[src/fesm_pkg.sv]
// Shared types and constants for the fork extent segment mapper.
// Used by every module of the block; depends on nothing else.
package fesm_pkg;

  localparam int unsigned MAX_RUNS_DEF = 64;
  localparam int unsigned SECTOR_SHIFT = 9;
  localparam int unsigned SRC_W        = 50;

  typedef enum logic [1:0] {
    OP_CLEAR  = 2'd0,
    OP_APPEND = 2'd1,
    OP_XLATE  = 2'd2
  } op_e;

  typedef enum logic [1:0] {
    ST_OK        = 2'd0,
    ST_BEYOND    = 2'd1,
    ST_UNCOVERED = 2'd2,
    ST_FULL      = 2'd3
  } status_e;

  typedef enum logic [1:0] {
    CFG_BLOCK_BYTES  = 2'd0,
    CFG_START_SECTOR = 2'd1,
    CFG_IMAGE_BYTES  = 2'd2
  } cfg_idx_e;

  typedef struct packed {
    logic [1:0]  opcode;
    logic [15:0] run_start;
    logic [15:0] run_count;
    logic [31:0] fork_offset;
    logic [31:0] range_length;
  } req_t;

  typedef struct packed {
    logic [47:0] image_address;
    logic [31:0] segment_bytes;
    logic [31:0] dest_offset;
    logic [1:0]  status;
    logic        last;
  } res_t;

  // One walked run leaving the segment pipeline.
  typedef struct packed {
    logic             valid;
    logic             eot;
    logic             tok_ok;
    logic             ovl;
    logic             done;
    logic [SRC_W-1:0] src;
    logic [31:0]      n;
    logic [31:0]      dst;
  } seg_ev_t;

  typedef struct packed {
    logic kill;
    logic finish;
  } walk_ctl_t;

endpackage

[src/fesm_run_mem.sv]
// Run table memory: one write port, one read port with registered data.
// Each word holds a run's start block (upper half) and block count (lower half).
module fesm_run_mem #(
  parameter int unsigned MaxRuns = fesm_pkg::MAX_RUNS_DEF
) (
  input  logic                       clk_i,
  input  logic                       we_i,
  input  logic [$clog2(MaxRuns)-1:0] waddr_i,
  input  logic [31:0]                wdata_i,
  input  logic [$clog2(MaxRuns)-1:0] raddr_i,
  output logic [31:0]                rdata_o
);

  logic [31:0] mem_q [MaxRuns];
  logic [31:0] rdata_q;

  always_ff @(posedge clk_i) begin
    if (we_i) begin
      mem_q[waddr_i] <= wdata_i;
    end
    rdata_q <= mem_q[raddr_i];
  end

  assign rdata_o = rdata_q;

endmodule

[config.mk]
export PLATFORM = sky130hd
export DESIGN_NAME = fesm_run_mem
export DESIGN_NICKNAME = d
export VERILOG_FILES = /design/src/fesm_pkg.sv /design/src/fesm_run_mem.sv
export SDC_FILE = /design/constraint.sdc
export NUM_CORES = 2
export LEC_CHECK = 0
export BUFFER_PORTS_ARGS = -buffer_cell sky130_fd_sc_hd__buf_2
export CORE_UTILIZATION = 61
export DETAILED_ROUTE_END_ITERATION = 10
export PLACE_DENSITY = 0.77
export SLEW_MARGIN = 20
export SYNTH_ARGS = -nofsm -noshare
export SYNTH_HDL_FRONTEND = slang
export SYNTH_SLANG_ARGS = --single-unit
[constraint.sdc]
create_clock -name clk_i -period 4.6 [get_ports clk_i]
set_input_delay 0.46 -clock clk_i [delete_from_list [all_inputs] [get_ports clk_i]]
set_output_delay 0.46 -clock clk_i [all_outputs]
set_load 0.005 [all_outputs]
==> out/results.txt <==
Cell internal power was estimated by the tool at 30.6 mW. The leakage power total is 27.5 nW. Adding up every negative setup slack in the final design gives 0 ps.

The overall track demand over capacity in global routing is 31.5%, and the arrival time of the worst setup path is 3510 ps. The worst hold path terminates at mem_q[33][7]$_DFFE_PP_. The post-layout minimum cycle time works out to 2840 ps.

Yosys mapped a number of flops with a built-in enable equal to 2,048. The slowest stage of the critical path belongs to the cell sky130_fd_sc_hd__buf_8. TritonCTS built the clock tree. In this run switching power makes up 20.8% of total power.

The first TritonRoute pass finished after 6 iterations. Once the clock tree was built, the setup fixing pass inserted 0 buffers. The final max-slew violation count was 0; the count of buffers from port buffering was 77.

Counting buffers and inverters, the worst setup path is 7 cells deep. Setup slack on the critical path of the routed design comes to 1760 ps. Post-route DRC violation count: 0. In this run the worst hold path is classified as primary input to flop. Hold is met by 57.2 ps. The remaining global-route overflow was 0; the slew of the pin with the lowest slew margin was 1200 ps. The kind of cell with the highest combined delay along the critical path is buffers and inverters.

The row count came out at 131. Most instantiated library cell after synthesis: sky130_fd_sc_hd__edfxtp_1. The count of nets after finishing is 3,596, and the share of final-layout standard cells stronger than drive strength 1 is 29.4%. The tools report the nature of the critical path endpoint as a flop. During synthesis, Yosys emitted a total of 0 warnings.

For this run, the slowest stage of the critical path takes 570 ps. The initial utilization of the core area, before any placement, comes to 61.5%. The largest total area in the synthesized netlist belongs to sky130_fd_sc_hd__edfxtp_1. The setup-violating endpoint count in the final report is 0, and the count of vias placed by the detailed router is 38.5k. After routing the design area is 88,300 sq um. Per report_power, the sequential group accounts for 54.5% of the total. The clock root buffer master was sky130_fd_sc_hd__clkbuf_16. Routability-driven placement finished with a final weighted congestion of 0.858. Using the TritonRoute via totals, the vias-per-cell ratio works out to 7.15.

Counting cells, the worst reg-to-reg path comes to 4. CTS saw 2,080 sinks. By count the netlist is led by sky130_fd_sc_hd__edfxtp_1, sky130_fd_sc_hd__mux4_2, sky130_fd_sc_hd__nor2_1. CTS built an H-tree with a depth of 4. STA classifies the critical path startpoint as a primary input. The endpoint of the lowest-slack register-to-register path is rdata_o[9]$_DFF_P_. In the post-synthesis netlist, the biggest area contributors are sky130_fd_sc_hd__edfxtp_1, sky130_fd_sc_hd__mux4_2, sky130_fd_sc_hd__mux2i_1. The buffering stage count on the worst path with inverters included works out to 3. The run finished with clean final reports. The y dimension of the die is 361 um, and the number of distinct library cell variants in the gate-level netlist after synthesis is 34. The logs give 352 MHz for the highest clock rate and 202,000 um for the sum of routed wire length over all layers. Ratio of total power to cell area: 438 nW/um^2. Along the worst path, the maximum fanout reaches 75. In the synthesized netlist, the number of instances is 3,324.

Max-cap violations in this run came to 0. The most used flip-flop cell after synthesis is sky130_fd_sc_hd__edfxtp_1. At the later pin of the worst-skew pair, clock insertion delay measures 820 ps. Walking the worst path, the cells encountered are buf_8 -> buf_12 -> buf_4 -> mux4_2 -> mux4_2 -> o22ai_1 -> nor2_1. The register-to-register path setup slack is 2210 ps, and the proportion of power drawn by combinational gates is 4.8%. Clock tree synthesis inserted a total of 191 buffers.

Compared with the post-synthesis result, the final layout area differs by 12.5%. Once detail routing completed, the nets flagged for antenna violations numbered 0. The number of hold buffers added after CTS was 0. The number of nets in the synthesized netlist is 3,370. The setup path with the least slack is of type primary input to flop. In this run the critical register-to-register path is launched from mem_q[10][9]$_DFFE_PP_.

The tools report the worst ir drop on vdd as 0.491 mV. The cell count of the worst hold path is 1. The detailed router finished its first iteration with 5,716 violations. Pin count of the biggest net entering global routing: 81.

The area of the placeable core is 128,000 sq um, and the share of flip-flops with an asynchronous set or reset after synthesis is 0%. After detailed routing, the average wire length per cell comes to 37.6 um. In this run the cell area measured after placement is 82,100 sq um.

The register area share after synthesis was 79.1%; the width of the chip was 361 um. Data on the critical path is required at its endpoint by 5270 ps. In this run the biggest area consumer among cell types represents 78.3% of the synthesized area.

The global-route wire length before repair was 285,000 um; the overall die area was 130,000 sq um. The quantity of gates resized following cts was 0. Between clock sinks in the finished design, the worst skew comes to 25.0 ps. The I/O pin count is 78, and the number of antenna violations at the first check in global routing is 6. The source of the worst hold timing path was wdata_i[7]. The clock network is responsible for 40.7% of the overall power. Setup repair after global routing left no endpoint under its margin. For this design the total switching power over the nets is 8.03 mW. Counting along the longest clock path gives a buffer depth of 3. The total standard cell area after synthesis came out at 78,500 sq um. The via count of the first global-routing pass came out at 39.3k.

Critical path's most frequent cell: sky130_fd_sc_hd__mux4_2. After layout, the worst path uses 61.8% of the clock period. After clock tree synthesis, the clock-pin slew on the worst setup and hold paths is 60 ps.

The post-synthesis register bit count is 2,080, and the average instance area after synthesis is 23.6 sq um. Before CTS, the worst setup slack after placement is 1090 ps. The final HPWL from detailed placement is 109,000 um.

Measured against its own limit, the worst slew margin works out to 19.7%. The number of hold-slack violations in the final timing report was 0.
==> cell type report <==
type                    count  area (sq um)
diodes                      6          15.0
clock buffers             264          5320
clock inverters            87           833
fillers                  7066         39400
multi-input cells        1062         16000
flip-flops and latches   2080         62100
well taps                1662          2080
repair buffers            215          1940
==> per-layer routing <==
layer	wire [um]	vias up	part of all wire [%]	track usage (%)
li1	-	14700	-	-
met1	69200	20100	34	42.9
met2	98500	3086	49	50.0
met3	24200	521	12	6.11
met4	10100	4	5.0	14.4
met5	23	-	0.011	0
==> how the worst max path moves through the flow <==
stage,endpoint,start,slack (ps)
after detailed placement,rdata_o[3]$_DFF_P_,raddr_i[1],1090
after global placement,rdata_o[3]$_DFF_P_,raddr_i[1],1130
final,rdata_o[28]$_DFF_P_,raddr_i[1],1760
after floorplan,mem_q[48][0]$_DFFE_PP_,waddr_i[3],980
after CTS,rdata_o[28]$_DFF_P_,raddr_i[1],1860
after global routing,rdata_o[29]$_DFF_P_,raddr_i[0],1790
==> power by group through the flow <==
stage	clock network, mW	registers (mW)	logic [mW]
2_1_floorplan	0	21.4	1.02
3_3_place_gp	0	21.5	1.76
3_5_place_dp	0	21.5	1.82
4_1_cts	15.8	21.1	1.86
5_1_grt	16.4	21.1	1.94
6_report	15.7	21.1	1.87
==> cell families after synthesis <==
group                  count (synthesis)  synth area share, %
buffers and inverters                182                 1.13
AOI/OAI and AO/OA                    202                 1.67
muxes                                637                 16.8
and+or+nand+nor                      223                 1.27
DFF                                 2080                 79.1
==> cells in the final DEF, fill, tap and decap left out, types with 15 or more instances in the layout <==
cell type and count:
sky130_fd_sc_hd__edfxtp_1 2048, sky130_fd_sc_hd__mux4_2 544, sky130_fd_sc_hd__clkbuf_16 198, sky130_fd_sc_hd__buf_4 124, sky130_fd_sc_hd__mux2i_1 93, sky130_fd_sc_hd__o22ai_1 84
sky130_fd_sc_hd__nor2_1 75, sky130_fd_sc_hd__a21oi_1 62, sky130_fd_sc_hd__nor2_4 62, sky130_fd_sc_hd__clkbuf_1 54, sky130_fd_sc_hd__buf_2 53, sky130_fd_sc_hd__buf_12 35
sky130_fd_sc_hd__clkinv_1 34, sky130_fd_sc_hd__dfxtp_1 32, sky130_fd_sc_hd__o221ai_1 27, sky130_fd_sc_hd__clkinv_2 27, sky130_fd_sc_hd__nand2_1 26, sky130_fd_sc_hd__bufinv_16 16
sky130_fd_sc_hd__nor2b_1 15
==> sequential cells by signal, indices dropped and copies added, names as in the netlist <==
signal / count
rdata_o: 32
mem_q: 2048
==> metrics by stage <==
step	cells	power [mW]	utilization [%]
3_3_place_gp	5018	23.2	64.3
3_5_place_dp	5018	23.3	64.3
2_1_floorplan	3324	22.4	-
4_1_cts	5369	38.7	69.1
5_1_grt	5371	39.5	69.1
6_report	5376	38.7	69.2
No activity file was read; power rests on OpenSTA's default activity.
