`config.mk`:
```
export PLATFORM = sky130hd
export DESIGN_NAME = fesm_out_stage
export DESIGN_NICKNAME = d
export VERILOG_FILES = /design/src/fesm_pkg.sv /design/src/fesm_out_stage.sv
export SDC_FILE = /design/constraint.sdc
export NUM_CORES = 1
export LEC_CHECK = 0
export BUFFER_PORTS_ARGS = -buffer_cell sky130_fd_sc_hd__buf_2
export CORE_MARGIN = 2
export CORE_UTILIZATION = 49
export CTS_CLUSTER_SIZE = 30
export DETAILED_ROUTE_END_ITERATION = 10
export PLACE_DENSITY = 0.8
export REMOVE_ABC_BUFFERS = 1
export SETUP_SLACK_MARGIN = 0.5
export SLEW_MARGIN = 30
export SYNTH_ARGS = -nofsm -noshare
export SYNTH_HDL_FRONTEND = slang
export SYNTH_SLANG_ARGS = --single-unit
```
`constraint.sdc`:
```
create_clock -name clk_i -period 6.2 [get_ports clk_i]
set_input_delay 0.93 -clock clk_i [delete_from_list [all_inputs] [get_ports clk_i]]
set_output_delay 0.93 -clock clk_i [all_outputs]
set_load 0.01 [all_outputs]
```
`src/fesm_pkg.sv`:
```
// Shared types and constants for the fork extent segment mapper.
// Used by every module of the block; depends on nothing else.
package fesm_pkg;

  localparam int unsigned MAX_RUNS_DEF = 64;
  localparam int unsigned SECTOR_SHIFT = 9;
  localparam int unsigned SRC_W        = 50;

  typedef enum logic [1:0] {
    OP_CLEAR  = 2'd0,
    OP_APPEND = 2'd1,
    OP_XLATE  = 2'd2
  } op_e;

  typedef enum logic [1:0] {
    ST_OK        = 2'd0,
    ST_BEYOND    = 2'd1,
    ST_UNCOVERED = 2'd2,
    ST_FULL      = 2'd3
  } status_e;

  typedef enum logic [1:0] {
    CFG_BLOCK_BYTES  = 2'd0,
    CFG_START_SECTOR = 2'd1,
    CFG_IMAGE_BYTES  = 2'd2
  } cfg_idx_e;

  typedef struct packed {
    logic [1:0]  opcode;
    logic [15:0] run_start;
    logic [15:0] run_count;
    logic [31:0] fork_offset;
    logic [31:0] range_length;
  } req_t;

  typedef struct packed {
    logic [47:0] image_address;
    logic [31:0] segment_bytes;
    logic [31:0] dest_offset;
    logic [1:0]  status;
    logic        last;
  } res_t;

  // One walked run leaving the segment pipeline.
  typedef struct packed {
    logic             valid;
    logic             eot;
    logic             tok_ok;
    logic             ovl;
    logic             done;
    logic [SRC_W-1:0] src;
    logic [31:0]      n;
    logic [31:0]      dst;
  } seg_ev_t;

  typedef struct packed {
    logic kill;
    logic finish;
  } walk_ctl_t;

endpackage

```
`src/fesm_out_stage.sv`:
```
// Result stage: image bound check, one pending segment held until its last mark
// and final status are known, and the result register. Depends on fesm_pkg.
module fesm_out_stage (
  input  logic                clk_i,
  input  logic                rst_ni,
  input  fesm_pkg::seg_ev_t   ev_i,
  input  logic [31:0]         image_bytes_i,
  input  logic                simple_v_i,
  input  fesm_pkg::status_e   simple_status_i,
  output fesm_pkg::walk_ctl_t ctl_o,
  output logic                res_valid_o,
  output fesm_pkg::res_t      res_o
);

  localparam int unsigned SrcW = fesm_pkg::SRC_W;

  logic                  pend_v_q, pend_v_d;
  logic                  pend_fin_q, pend_fin_d;
  fesm_pkg::status_e     pend_st_q, pend_st_d;
  logic [SrcW-1:0]       pend_src_q, pend_src_d;
  logic [31:0]           pend_n_q, pend_n_d;
  logic [31:0]           pend_dst_q, pend_dst_d;
  logic                  res_valid_q, emit;
  fesm_pkg::res_t        res_q, emit_res, pend_res;
  logic                  beyond, fin;
  fesm_pkg::status_e     tok_st;

  always_comb begin
    beyond = ev_i.ovl && ((51'(ev_i.src) + 51'(ev_i.n)) > 51'(image_bytes_i));
    tok_st = ev_i.tok_ok ? fesm_pkg::ST_OK : fesm_pkg::ST_UNCOVERED;

    pend_res.image_address = pend_src_q[47:0];
    pend_res.segment_bytes = pend_n_q;
    pend_res.dest_offset   = pend_dst_q;
    pend_res.status        = fesm_pkg::ST_OK;
    pend_res.last          = 1'b0;

    emit       = 1'b0;
    emit_res   = '0;
    fin        = 1'b0;
    pend_v_d   = pend_v_q;
    pend_fin_d = pend_fin_q;
    pend_st_d  = pend_st_q;
    pend_src_d = pend_src_q;
    pend_n_d   = pend_n_q;
    pend_dst_d = pend_dst_q;

    if (simple_v_i) begin
      emit            = 1'b1;
      emit_res.status = simple_status_i;
      emit_res.last   = 1'b1;
    end else if (ev_i.valid) begin
      if (ev_i.eot) begin
        // Table exhausted: close the walk on the held segment or alone.
        emit = 1'b1;
        fin  = 1'b1;
        if (pend_v_q) begin
          emit_res = pend_res;
        end
        emit_res.status = tok_st;
        emit_res.last   = 1'b1;
        pend_v_d        = 1'b0;
      end else if (ev_i.ovl) begin
        if (pend_v_q) begin
          emit     = 1'b1;
          emit_res = pend_res;
        end
        pend_v_d   = 1'b1;
        pend_fin_d = beyond || ev_i.done;
        pend_st_d  = beyond ? fesm_pkg::ST_BEYOND : fesm_pkg::ST_OK;
        pend_src_d = ev_i.src;
        pend_n_d   = ev_i.n;
        pend_dst_d = ev_i.dst;
      end else if (ev_i.done) begin
        emit = 1'b1;
        fin  = 1'b1;
        if (pend_v_q) begin
          emit_res = pend_res;
        end
        emit_res.status = fesm_pkg::ST_OK;
        emit_res.last   = 1'b1;
        pend_v_d        = 1'b0;
      end
    end else if (pend_v_q && pend_fin_q) begin
      emit            = 1'b1;
      fin             = 1'b1;
      emit_res        = pend_res;
      emit_res.status = pend_st_q;
      emit_res.last   = 1'b1;
      pend_v_d        = 1'b0;
    end

    ctl_o.kill   = ev_i.valid && beyond;
    ctl_o.finish = fin;
  end

  always_ff @(posedge clk_i or negedge rst_ni) begin
    if (!rst_ni) begin
      pend_v_q    <= 1'b0;
      pend_fin_q  <= 1'b0;
      res_valid_q <= 1'b0;
    end else begin
      pend_v_q    <= pend_v_d;
      pend_fin_q  <= pend_fin_d;
      res_valid_q <= emit;
    end
  end

  always_ff @(posedge clk_i) begin
    pend_st_q  <= pend_st_d;
    pend_src_q <= pend_src_d;
    pend_n_q   <= pend_n_d;
    pend_dst_q <= pend_dst_d;
    if (emit) begin
      res_q <= emit_res;
    end
  end

  assign res_valid_o = res_valid_q;
  assign res_o       = res_q;

endmodule

```
==> impl_metrics.yaml <==
status:
  status: "finished with violations"
  violations: "setup timing"
pwr:
  p_clk_share_pct: 33.8
  power.share.combinational_pct: 18.4
  p_int_uw: 2840
  p_sw_uw: 1000
  p_seq_share_pct: 47.8
  switching_share_pct: 26.1
  powerDensity_mw_per_mm2: 272
  vdd_drop_max_uv: 217
  p_leak_uw: 0.00636
drt:
  vias_per_cell: 5.56
  drt_iter0_markers: 617
  post-route-drc-count: 0
  post_drt_wl_per_cell_um: 18.3
  vias: 8506
  antenna_left: 0
  wirelength_um: 27900
  dr.pass1.iters: 5
flow_run:
  maxCapViolCount: 0
logic_synthesis:
  yosys.area_share.simple_pct: 15.4
  ys_seq_area_share_pct: 61.5
  synth_top_family_by_area: "simple AND/OR/NAND/NOR gates"
  synthFlopType: "edfxtp_1"
  synth_area_mm2: 0.0113
  synth_compound_area_share_pct: 10.3
  yosys_warnings: 0
  synth-async-reset-ratio_pct: 1.30
  synth-xor-area-share_pct: 2.41
  synth_seq_cells: 231
  synth_edf_count: 228
  synth_area_leaders: "edfxtp_1, ha_1, and3_1"
  synthesis.instances: 891
  syn_avg_cell_area_um2: 12.6
  ys_types: 83
  synth_top_area_cell: "edfxtp_1"
  synth-adder-area-share_pct: 7.29
  synth_top_area_share_pct: 60.8
  synthMuxAreaShare_pct: 0.556
placement:
  dpl_worst_slack_ps: -571
  port_buffers: 273
  place.gp.congestion: 0.948
  dp_cells: 1474
  dpl.hpwl_um: 20300
critical_path:
  cp-start-kind: "input pin"
  critPathKind: "input pin to output port"
  reg2regPathDepth: 5
  reg2reg_slack_ps: 4130
  r2r-start: "pend_fin_q"
  end_kind: "output port"
  cp.required_ps: 5270
  worstPathMaxFanout: 3
  r2r_end: "res_o[13]"
  critPathArrivalTime_ps: 5490
clocking:
  h-tree-depth: 1
  ctsLongestPathBuffers: 3
  cts.clk_slew.worst_paths_ps: 60
  cts_tree: "built"
  numCtsBuffers: 23
  clock-sinks: 231
  clk_latency_ps: 520
  cts-root-buf: "clkbuf_16"
  hold_buffers: 0
floorplan:
  die_width_um: 156
  std_cell_rows: 55
  start_util_pct: 49.9
  die_h_um: 156
  dieArea_mm2: 0.0242
  core_area_mm2: 0.0226
  io_pins: 274
final_layout:
  multi_input_area_mm2: 0.00417
  nets: 1440
  register_area_mm2: 0.00692
  syn2layout_area_growth_pct: 25.8
  nFillCells: 1778
  layout-drive-gt1-share_pct: 33.8
  layout.cells.non_filler: 1529
global_routing:
  grt_pass1_wl_um: 42500
  grt.total_usage_pct: 22.2
  grt_max_degree: 114
  grt_overflow: 0
  grt_pass1_vias: 8271
  grt_antenna_before_repair: 7
timing:
  slew_violations: 0
  final.setup.tns_ps: -215
  finalSetupViolCount: 1
  final.setup_skew_ps: 14.2
  fmax_mhz: 156
  rsz0062_at_grt: "true"
  worstMarginPinSlew_ps: 916
  finalWorstSetupSlack_ps: -215
  slew_headroom_pct: 39.0
  final_hold_viol_count: 0
  post-route-period-util_pct: 103
  finalCriticalPeriod_ps: 6420
hold_path:
  min_path_type: "input pin to asynchronous set/reset pin"
per-layer routing:
metal | share of wire (%) | up-vias | GRT usage, %
met4 | 2.3 | 0 | 6.33
li1 | - | 4079 | -
met3 | 8.3 | 44 | 5.22
met5 | 0 | - | 0
met2 | 48 | 347 | 37.0
met1 | 42 | 4036 | 29.2
cells by family (layout without fill, tap and decap cells):
logic type | after synthesis | count (layout)
AND/OR/NAND/NOR | 315 | 315
flip-flops | 231 | 231
AO/OA/AOI/OAI | 173 | 173
buffers and inverters | 70 | 415
adder cells (fa/ha/maj) | 65 | 65
XOR/XNOR | 31 | 31
multiplexers | 6 | 6
other | 0 | 8
cells in the mapped netlist, types with 3 or more instances:
| cell | instances |
|---|---|
| o211ai_1 | 4 |
| o21ai_1 | 8 |
| a211oi_1 | 8 |
| xor2_1 | 16 |
| dfrtp_1 | 3 |
| a21o_1 | 9 |
| inv_1 | 39 |
| and2_1 | 3 |
| nor2_1 | 47 |
| nor2_2 | 3 |
| a31oi_1 | 5 |
| nand4_1 | 17 |
| nor3_1 | 12 |
| a21oi_1 | 58 |
| o2111ai_1 | 5 |
| nand2_1 | 62 |
| o21ai_0 | 28 |
| mux2i_1 | 4 |
| nor2b_1 | 6 |
| edfxtp_1 | 228 |
| nor3b_1 | 3 |
| clkbuf_1 | 26 |
| or3_1 | 3 |
| nand3_1 | 14 |
| nor4_1 | 3 |
| and3_1 | 117 |
| o21a_1 | 6 |
| ha_1 | 64 |
| o21bai_1 | 4 |
| o31ai_1 | 4 |
| xnor2_1 | 15 |
through the flow:
stage / utilization [%] / hold slack [ps] / area, um^2 / power (uW)
3_3_place_gp: 58.8 / 527 / 13300 / 2530
3_5_place_dp: 58.8 / 535 / 13300 / 2550
5_1_grt: 62.7 / 175 / 14200 / 4000
6_report: 62.7 / 189 / 14200 / 3850
2_1_floorplan: - / 505 / 11100 / 2270
4_1_cts: 62.4 / 172 / 14100 / 3860
power groups by stage:
stage	clock network [uW]	logic (uW)	registers, uW
after floorplan	0	339	1930
after global placement	0	660	1870
after detailed placement	0	674	1870
after CTS	1330	693	1840
after global routing	1370	781	1850
final	1300	709	1840
cells in the final DEF, fill, tap and decap left out, types with 4 or more instances in the layout:
| cell type | count |
|---|---|
| buf_2 | 271 |
| edfxtp_1 | 228 |
| and3_1 | 117 |
| nand2_1 | 62 |
| ha_1 | 62 |
| buf_4 | 60 |
| a21oi_1 | 53 |
| nor2_1 | 46 |
| inv_1 | 39 |
| o21ai_0 | 27 |
| clkbuf_16 | 23 |
| nand4_1 | 17 |
| xor2_1 | 16 |
| xnor2_1 | 15 |
| nand3_1 | 14 |
| nor3_1 | 10 |
| a21o_1 | 9 |
| o21ai_1 | 9 |
| diode_2 | 8 |
| a21oi_2 | 7 |
| o21a_1 | 6 |
| clkbuf_1 | 6 |
| clkinv_1 | 6 |
| nor2b_1 | 5 |
| a31oi_1 | 5 |
| a211oi_1 | 5 |
| o2111ai_1 | 4 |
| a211oi_2 | 4 |
| nor2_2 | 4 |
| o211ai_1 | 4 |
| mux2i_1 | 4 |
what timing repair did:
item                                    in CTS  in global routing
endpoints found under the setup margin       1                  1
cloned                                       0                  0
gates resized for setup                     19                  6
pin swaps                                   27                 12
buffers inserted                             3                  2
state kept, by name, summed over array words and instances (netlist names):
signal / count
res_o: 115
pend_src_q: 48
pend_dst_q: 32
pend_n_q: 32
pend_fin_q: 1
pend_st_q: 1
pend_v_q: 1
res_valid_o: 1
worst max path at each step:
stage                   start        to  cells past startpoint
floorplan           ev_i[117]  pend_v_q                      2
global placement     ev_i[32]  ctl_o[1]                     24
detailed placement   ev_i[32]  ctl_o[1]                     24
CTS                  ev_i[64]  ctl_o[1]                     23
global route         ev_i[64]  ctl_o[1]                     24
finish               ev_i[64]  ctl_o[1]                     24
layout make-up:
type / instances / area share (%)
Sequential cell: 231 / 48.9
Multi-Input combinational cell: 590 / 29.4
Timing Repair Buffer: 334 / 13.0
Clock buffer: 29 / 4.22
Tap cell: 285 / 2.52
Inverter: 39 / 1.03
Clock inverter: 13 / 0.725
Antenna cell: 8 / 0.141
worst max-delay path, cell delays in order:
cell       delay [ps]
buf_8             100
ha_4              150
fa_2              360
a211oi_2          280
nor2_2             80
o311ai_2          290
nand3_1           190
a21o_1            220
a21o_1            180
a21o_1            170
a21oi_2           130
xnor2_1            80
ha_1              300
nand4_1           180
nor4_4            350
nand3_1           100
o221ai_1           80
a31o_2            150
o2111ai_2         100
or4_4             510
nor4_4            210
buf_4             160
a21oi_2            50
buf_2             150
No activity file was read; power rests on OpenSTA's default activity.
