`config.mk`:
```
export PLATFORM = sky130hd
export DESIGN_NAME = fesm_seg_pipe
export DESIGN_NICKNAME = d
export VERILOG_FILES = /design/src/fesm_pkg.sv /design/src/fesm_seg_pipe.sv
export SDC_FILE = /design/constraint.sdc
export NUM_CORES = 2
export LEC_CHECK = 0
export ABC_AREA = 1
export ABC_CLOCK_PERIOD_IN_PS = 4940
export BUFFER_PORTS_ARGS = -buffer_cell sky130_fd_sc_hd__buf_4
export CAP_MARGIN = 20
export CORE_MARGIN = 2
export CORE_UTILIZATION = 60
export DETAILED_ROUTE_END_ITERATION = 6
export GPL_TIMING_DRIVEN = 1
export PLACE_DENSITY_LB_ADDON = 0.15
export SLEW_MARGIN = 20
export SYNTH_ARGS = -nofsm -noshare
export SYNTH_HDL_FRONTEND = slang
export SYNTH_SLANG_ARGS = --single-unit
```
`constraint.sdc`:
```
create_clock -name clk_i -period 4.94 [get_ports clk_i]
set_input_delay 0.247 -clock clk_i [delete_from_list [all_inputs] [get_ports clk_i]]
set_output_delay 0.247 -clock clk_i [all_outputs]
set_load 0.005 [all_outputs]
```
`src/fesm_pkg.sv`:
```
// Shared types and constants for the fork extent segment mapper.
// Used by every module of the block; depends on nothing else.
package fesm_pkg;

  localparam int unsigned MAX_RUNS_DEF = 64;
  localparam int unsigned SECTOR_SHIFT = 9;
  localparam int unsigned SRC_W        = 50;

  typedef enum logic [1:0] {
    OP_CLEAR  = 2'd0,
    OP_APPEND = 2'd1,
    OP_XLATE  = 2'd2
  } op_e;

  typedef enum logic [1:0] {
    ST_OK        = 2'd0,
    ST_BEYOND    = 2'd1,
    ST_UNCOVERED = 2'd2,
    ST_FULL      = 2'd3
  } status_e;

  typedef enum logic [1:0] {
    CFG_BLOCK_BYTES  = 2'd0,
    CFG_START_SECTOR = 2'd1,
    CFG_IMAGE_BYTES  = 2'd2
  } cfg_idx_e;

  typedef struct packed {
    logic [1:0]  opcode;
    logic [15:0] run_start;
    logic [15:0] run_count;
    logic [31:0] fork_offset;
    logic [31:0] range_length;
  } req_t;

  typedef struct packed {
    logic [47:0] image_address;
    logic [31:0] segment_bytes;
    logic [31:0] dest_offset;
    logic [1:0]  status;
    logic        last;
  } res_t;

  // One walked run leaving the segment pipeline.
  typedef struct packed {
    logic             valid;
    logic             eot;
    logic             tok_ok;
    logic             ovl;
    logic             done;
    logic [SRC_W-1:0] src;
    logic [31:0]      n;
    logic [31:0]      dst;
  } seg_ev_t;

  typedef struct packed {
    logic kill;
    logic finish;
  } walk_ctl_t;

endpackage

```
`src/fesm_seg_pipe.sv`:
```
// Segment pipeline: run bytes and block address multiply, running byte position,
// then segment length and image address. Depends on fesm_pkg.
module fesm_seg_pipe #(
  parameter int unsigned MaxRuns = fesm_pkg::MAX_RUNS_DEF
) (
  input  logic                clk_i,
  input  logic                rst_ni,
  input  logic                clear_i,
  input  logic                rd_v_i,
  input  logic                rd_eot_i,
  input  logic [31:0]         rd_data_i,
  input  logic [31:0]         block_bytes_i,
  input  logic [15:0]         start_sector_i,
  input  logic [31:0]         fork_offset_i,
  input  logic [31:0]         range_length_i,
  input  fesm_pkg::walk_ctl_t ctl_i,
  output logic                stop_o,
  output fesm_pkg::seg_ev_t   ev_o
);

  localparam int unsigned PosW = 48 + $clog2(MaxRuns);
  localparam int unsigned SrcW = fesm_pkg::SRC_W;

  // Stage A: products of the table read.
  logic        a_v_q, a_eot_q;
  logic [47:0] a_rb_q;
  logic [38:0] a_sp_q;
  // Stage B: overlap decision against the running position.
  logic        b_v_q, b_eot_q, b_tok_ok_q, b_ovl_q, b_done_q;
  logic [31:0] b_from_q, b_dst_q;
  logic [47:0] b_rb_q;
  logic [38:0] b_sp_q;
  // Stage C: finished segment.
  logic            c_v_q, c_eot_q, c_tok_ok_q, c_ovl_q, c_done_q;
  logic [SrcW-1:0] c_src_q;
  logic [31:0]     c_n_q, c_dst_q;

  logic [PosW-1:0] pos_q, pos_d;
  logic [PosW-1:0] pos_next, off_w, end_w, diff_op, diff_po;
  logic            ovl, off_gt, done, tok_ok;
  logic [31:0]     from, dst;
  logic [47:0]     avail;
  logic [31:0]     rem, n;
  logic [39:0]     base;
  logic [SrcW-1:0] src;

  always_comb begin
    off_w    = PosW'(fork_offset_i);
    end_w    = PosW'({1'b0, fork_offset_i} + {1'b0, range_length_i});
    pos_next = pos_q + PosW'(a_rb_q);
    ovl      = (off_w < pos_next) && (end_w > pos_q);
    off_gt   = off_w > pos_q;
    diff_op  = off_w - pos_q;
    diff_po  = pos_q - off_w;
    from     = off_gt ? diff_op[31:0] : 32'd0;
    dst      = off_gt ? 32'd0 : diff_po[31:0];
    done     = pos_next >= end_w;
    tok_ok   = pos_q >= end_w;
    stop_o   = a_v_q && !a_eot_q && done;

    pos_d = pos_q;
    if (clear_i) begin
      pos_d = '0;
    end else if (a_v_q && !a_eot_q) begin
      pos_d = pos_next;
    end
  end

  always_comb begin
    avail = b_rb_q - 48'(b_from_q);
    rem   = range_length_i - b_dst_q;
    n     = (avail < 48'(rem)) ? avail[31:0] : rem;
    base  = 40'(start_sector_i) + 40'(b_sp_q);
    src   = SrcW'({base, {fesm_pkg::SECTOR_SHIFT{1'b0}}}) + SrcW'(b_from_q);
  end

  always_ff @(posedge clk_i or negedge rst_ni) begin
    if (!rst_ni) begin
      a_v_q <= 1'b0;
      b_v_q <= 1'b0;
      c_v_q <= 1'b0;
      pos_q <= '0;
    end else begin
      a_v_q <= rd_v_i && !stop_o && !ctl_i.kill;
      b_v_q <= a_v_q && !ctl_i.kill;
      c_v_q <= b_v_q && !ctl_i.kill;
      pos_q <= pos_d;
    end
  end

  always_ff @(posedge clk_i) begin
    a_eot_q    <= rd_eot_i;
    a_rb_q     <= 48'(rd_data_i[15:0]) * 48'(block_bytes_i);
    a_sp_q     <= 39'(rd_data_i[31:16]) * 39'(block_bytes_i[31:fesm_pkg::SECTOR_SHIFT]);
    b_eot_q    <= a_eot_q;
    b_tok_ok_q <= tok_ok;
    b_ovl_q    <= ovl;
    b_done_q   <= done;
    b_from_q   <= from;
    b_dst_q    <= dst;
    b_rb_q     <= a_rb_q;
    b_sp_q     <= a_sp_q;
    c_eot_q    <= b_eot_q;
    c_tok_ok_q <= b_tok_ok_q;
    c_ovl_q    <= b_ovl_q;
    c_done_q   <= b_done_q;
    c_src_q    <= src;
    c_n_q      <= n;
    c_dst_q    <= b_dst_q;
  end

  always_comb begin
    ev_o.valid  = c_v_q;
    ev_o.eot    = c_eot_q;
    ev_o.tok_ok = c_tok_ok_q;
    ev_o.ovl    = c_ovl_q && !c_eot_q;
    ev_o.done   = c_done_q && !c_eot_q;
    ev_o.src    = c_src_q;
    ev_o.n      = c_n_q;
    ev_o.dst    = c_dst_q;
  end

endmodule

```
==> results_dict.tcl <==
set metrics [dict create \
    status "finished, violations left" \
    violations "setup timing" \
    synth-seq-cells 418 \
    mappedNetlistArea_um2 59800 \
    finalSetupTns_ps -4440 \
    path_cells "buf_8 > buf_12 > nand2_1 > fa_1 > fa_2 > fa_1 > fa_1 > fa_1 > fa_1 > inv_2 > ha_4 > nand2_2 > inv_2 > nand2_4 > nor3_4 > nand3_2 > o21ai_4 > a41oi_2 > buf_4 > xnor2_2" \
    first_global_vias 57508 \
    design.final.nets 10531 \
    skew_ps 29.8 \
    timing.setup.critical_path_class "in2reg" \
    synthFlopType "sky130_fd_sc_hd__dfxtp_1" \
    critical_path_required_ps 5420 \
    minimum_setup_slack_after_placement_ps -788 \
    report.final.slew_viol_count 0 \
    finalHoldViolCount 0 \
    dr.first_iter.drc_count 6194 \
    wl_per_cell_um 22.0 \
    worstHoldPathType "in2reg" \
    antenna_violations_before_repair 3 \
    fmax_mhz 188 \
    critPathMaxFanout 14 \
    cp_slowest_cell "sky130_fd_sc_hd__fa_1" \
    longest_individual_stage_delay_on_the_worst_path_ps 800 \
    buffer_ports.inserted 269 \
    layout-drive-gt1-share 0.173 \
    critical-path-top-delay-family "adder cells" \
    rsz_0062_raised_after_global_routing "yes" \
    chipHeight_um 320 \
    worst_setup_hold_path_clk_slew_ps 60 \
    die_width_um 320 \
    clock_tree_from_tritoncts "yes" \
    grt_overflow 0 \
    detailed_place_hpwl_mm 183 \
    std_cell_rows 115 \
    ctsHtreeMaxLevel 2 \
    number_of_distinct_library_cell_variants_in_the_gate_level_netlist_after_synthesis 62 \
    drtPass1Iterations 7 \
    netlist_instances 8342 \
    mappedNetlistNets 9815 \
    via_count 59125 \
    drt_drc_violations_left 0 \
    drt.antenna.violating_nets 0 \
    synth-warning-count 0 \
    crit_top_cell "sky130_fd_sc_hd__fa_1" \
    synth_area_leader_cell "sky130_fd_sc_hd__fa_1" \
    cts_max_path_buffers 3 \
    design.core.area_um2 98600 \
    synth_top_area_frac 0.240 \
    finalSetupViolations 20 \
    synth_edf_count 0 \
    worstMarginPinSlew_ps 1060 \
    synth.area.top_cells "sky130_fd_sc_hd__fa_1, sky130_fd_sc_hd__nand2_1, sky130_fd_sc_hd__inv_1" \
    layout-area-overhead-vs-synth_pct 21.2 \
    grt_start_max_net_pins 58 \
    start_util 0.606 \
    syn_area_per_cell_um2 7.16 \
    grt_pass1_wl_mm 327 \
    postLayoutSetupSlackWorst_ps -386 \
    post_drt_via_cell_ratio 5.70 \
    post-route-period-util 1.08 \
    synth-seq-area-share 0.145 \
    global_route.usage.total 0.416 \
    cp.arrival_ps 5800 \
    cts_made_buffers 44 \
    cts_root_buffer "sky130_fd_sc_hd__clkbuf_16" \
    postRouteWirelength_mm 229 \
    die-area_um2 102000 \
    worstSetupStartpointType "input port" \
    layout_min_cycle_time_ps 5330 \
    io_pins 271 \
    cap_violations 0 \
    gp_congestion 1.08 \
    slew-limit-headroom 0.289 \
    timing.reg2reg.setup_slack_ps 170 \
    synth_async_sr_flop_share 0.136 \
    critical_path.endpoint_type "flip-flop" \
    total_number_of_clock_tree_sinks 418 \
    clock_latency_ps 620 \
    cp.buffers_inverters 5 \
]
state kept, by name (all words and copies together), names as in the netlist, 32 cells and up:
signal and flops:
pos_q 54, c_src_q 50, a_rb_q 48, b_rb_q 48, a_sp_q 39, b_sp_q 39, b_dst_q 32, b_from_q 32
c_dst_q 32, c_n_q 32
through the flow:
| stage | hold slack (ps) | util | instances | area [um^2] |
|---|---|---|---|---|
| floorplan | -48.6 | - | 8342 | 61900 |
| global placement | 311 | 0.690 | 10226 | 68000 |
| detailed placement | 312 | 0.690 | 10226 | 68000 |
| CTS | 91.6 | 0.711 | 10320 | 70000 |
| global route | 141 | 0.735 | 10380 | 72500 |
| finish | 135 | 0.735 | 10381 | 72500 |
cell usage after synthesis, types with 57 or more instances:
master / count
sky130_fd_sc_hd__a21oi_1: 460
sky130_fd_sc_hd__clkbuf_1: 190
sky130_fd_sc_hd__dfrtp_1: 57
sky130_fd_sc_hd__dfxtp_1: 361
sky130_fd_sc_hd__fa_1: 718
sky130_fd_sc_hd__ha_1: 604
sky130_fd_sc_hd__inv_1: 2027
sky130_fd_sc_hd__nand2_1: 2182
sky130_fd_sc_hd__nand3_1: 185
sky130_fd_sc_hd__nand4_1: 98
sky130_fd_sc_hd__nor2_1: 471
sky130_fd_sc_hd__nor3_1: 66
sky130_fd_sc_hd__o21ai_0: 204
sky130_fd_sc_hd__xnor2_1: 89
sky130_fd_sc_hd__xor2_1: 222
path summary, 6_finish.rpt:
path | from | to | depth (start not counted)
min in group asynchronous | rst_ni | pos_q[10]$_DFFE_PN0P_ | 2
max reg2reg | b_from_q[26]$_SDFF_PP0_ | c_n_q[0]$_DFF_P_ | 24
min reg2reg | a_sp_q[27]$_DFF_P_ | b_sp_q[27]$_DFF_P_ | 0
max | rd_data_i[7] | a_rb_q[36]$_DFF_P_ | 20
min | block_bytes_i[0] | a_rb_q[0]$_DFF_P_ | 4
max in group asynchronous | rst_ni | pos_q[36]$_DFFE_PN0P_ | 2
final cells by class:
class	count	area, um^2
multi-input cells	5672	44900
fillers	7279	26100
flip-flops and latches	418	8680
repair buffers	889	8120
inverters	2033	7640
well taps	1287	1610
clock buffers	51	1180
clock inverters	30	347
diodes	1	2.50
kinds of logic (layout without fill, tap and decap cells):
group / count (synthesis) / after routing / synth area share
and+or+nand+nor: 3132 / 3132 / 0.214
DFF: 418 / 418 / 0.145
adders and majority gates: 1322 / 1322 / 0.367
xor gates and xnor gates: 313 / 313 / 0.0461
buffers and inverters: 2252 / 3003 / 0.143
other: 1 / 2 / 0.0000627
AOI/OAI and AO/OA: 904 / 904 / 0.0851
tightest hold or removal path: cells and delay by family:
family | cells | cell delay (ps)
buffers and inverters | 3 | 380
and+or+nand+nor | 1 | 60
what timing repair did:
action | in CTS | in global routing
gates cloned | 1 | 12
endpoints found under the hold margin | 63 | 0
buffers inserted | 6 | 50
hold buffers | 6 | 0
setup endpoints to repair | 21 | 82
pin swaps | 12 | 202
resized for setup | 98 | 470
metal layers:
| layer | track usage | part of all wire | routed length, um | vias up |
|---|---|---|---|---|
| met1 | 0.537 | 0.37 | 85500 | 27776 |
| met4 | 0.218 | 0.078 | 18000 | 4 |
| met2 | 0.676 | 0.45 | 102000 | 3695 |
| met5 | 0 | 0.00013 | 30 | - |
| li1 | - | - | - | 26597 |
| met3 | 0.0644 | 0.10 | 23300 | 1053 |
cells in the final DEF, fill, tap and decap left out, types with 81 or more instances in the layout:
cell,Yosys,routed
sky130_fd_sc_hd__nand3_1,185,174
sky130_fd_sc_hd__buf_4,5,750
sky130_fd_sc_hd__inv_2,5,87
sky130_fd_sc_hd__fa_1,718,658
sky130_fd_sc_hd__ha_1,604,543
sky130_fd_sc_hd__nand4_1,98,98
sky130_fd_sc_hd__nand2_2,12,81
sky130_fd_sc_hd__o21ai_0,204,171
sky130_fd_sc_hd__xnor2_1,89,84
sky130_fd_sc_hd__a21oi_1,460,389
sky130_fd_sc_hd__xor2_1,222,207
sky130_fd_sc_hd__nand2_1,2182,2079
sky130_fd_sc_hd__inv_1,2027,1941
sky130_fd_sc_hd__dfxtp_1,361,348
sky130_fd_sc_hd__nor2_1,471,439
Power is not shown: default switching activity piles up to over one toggle a cycle in this logic, so the estimate is an artifact.
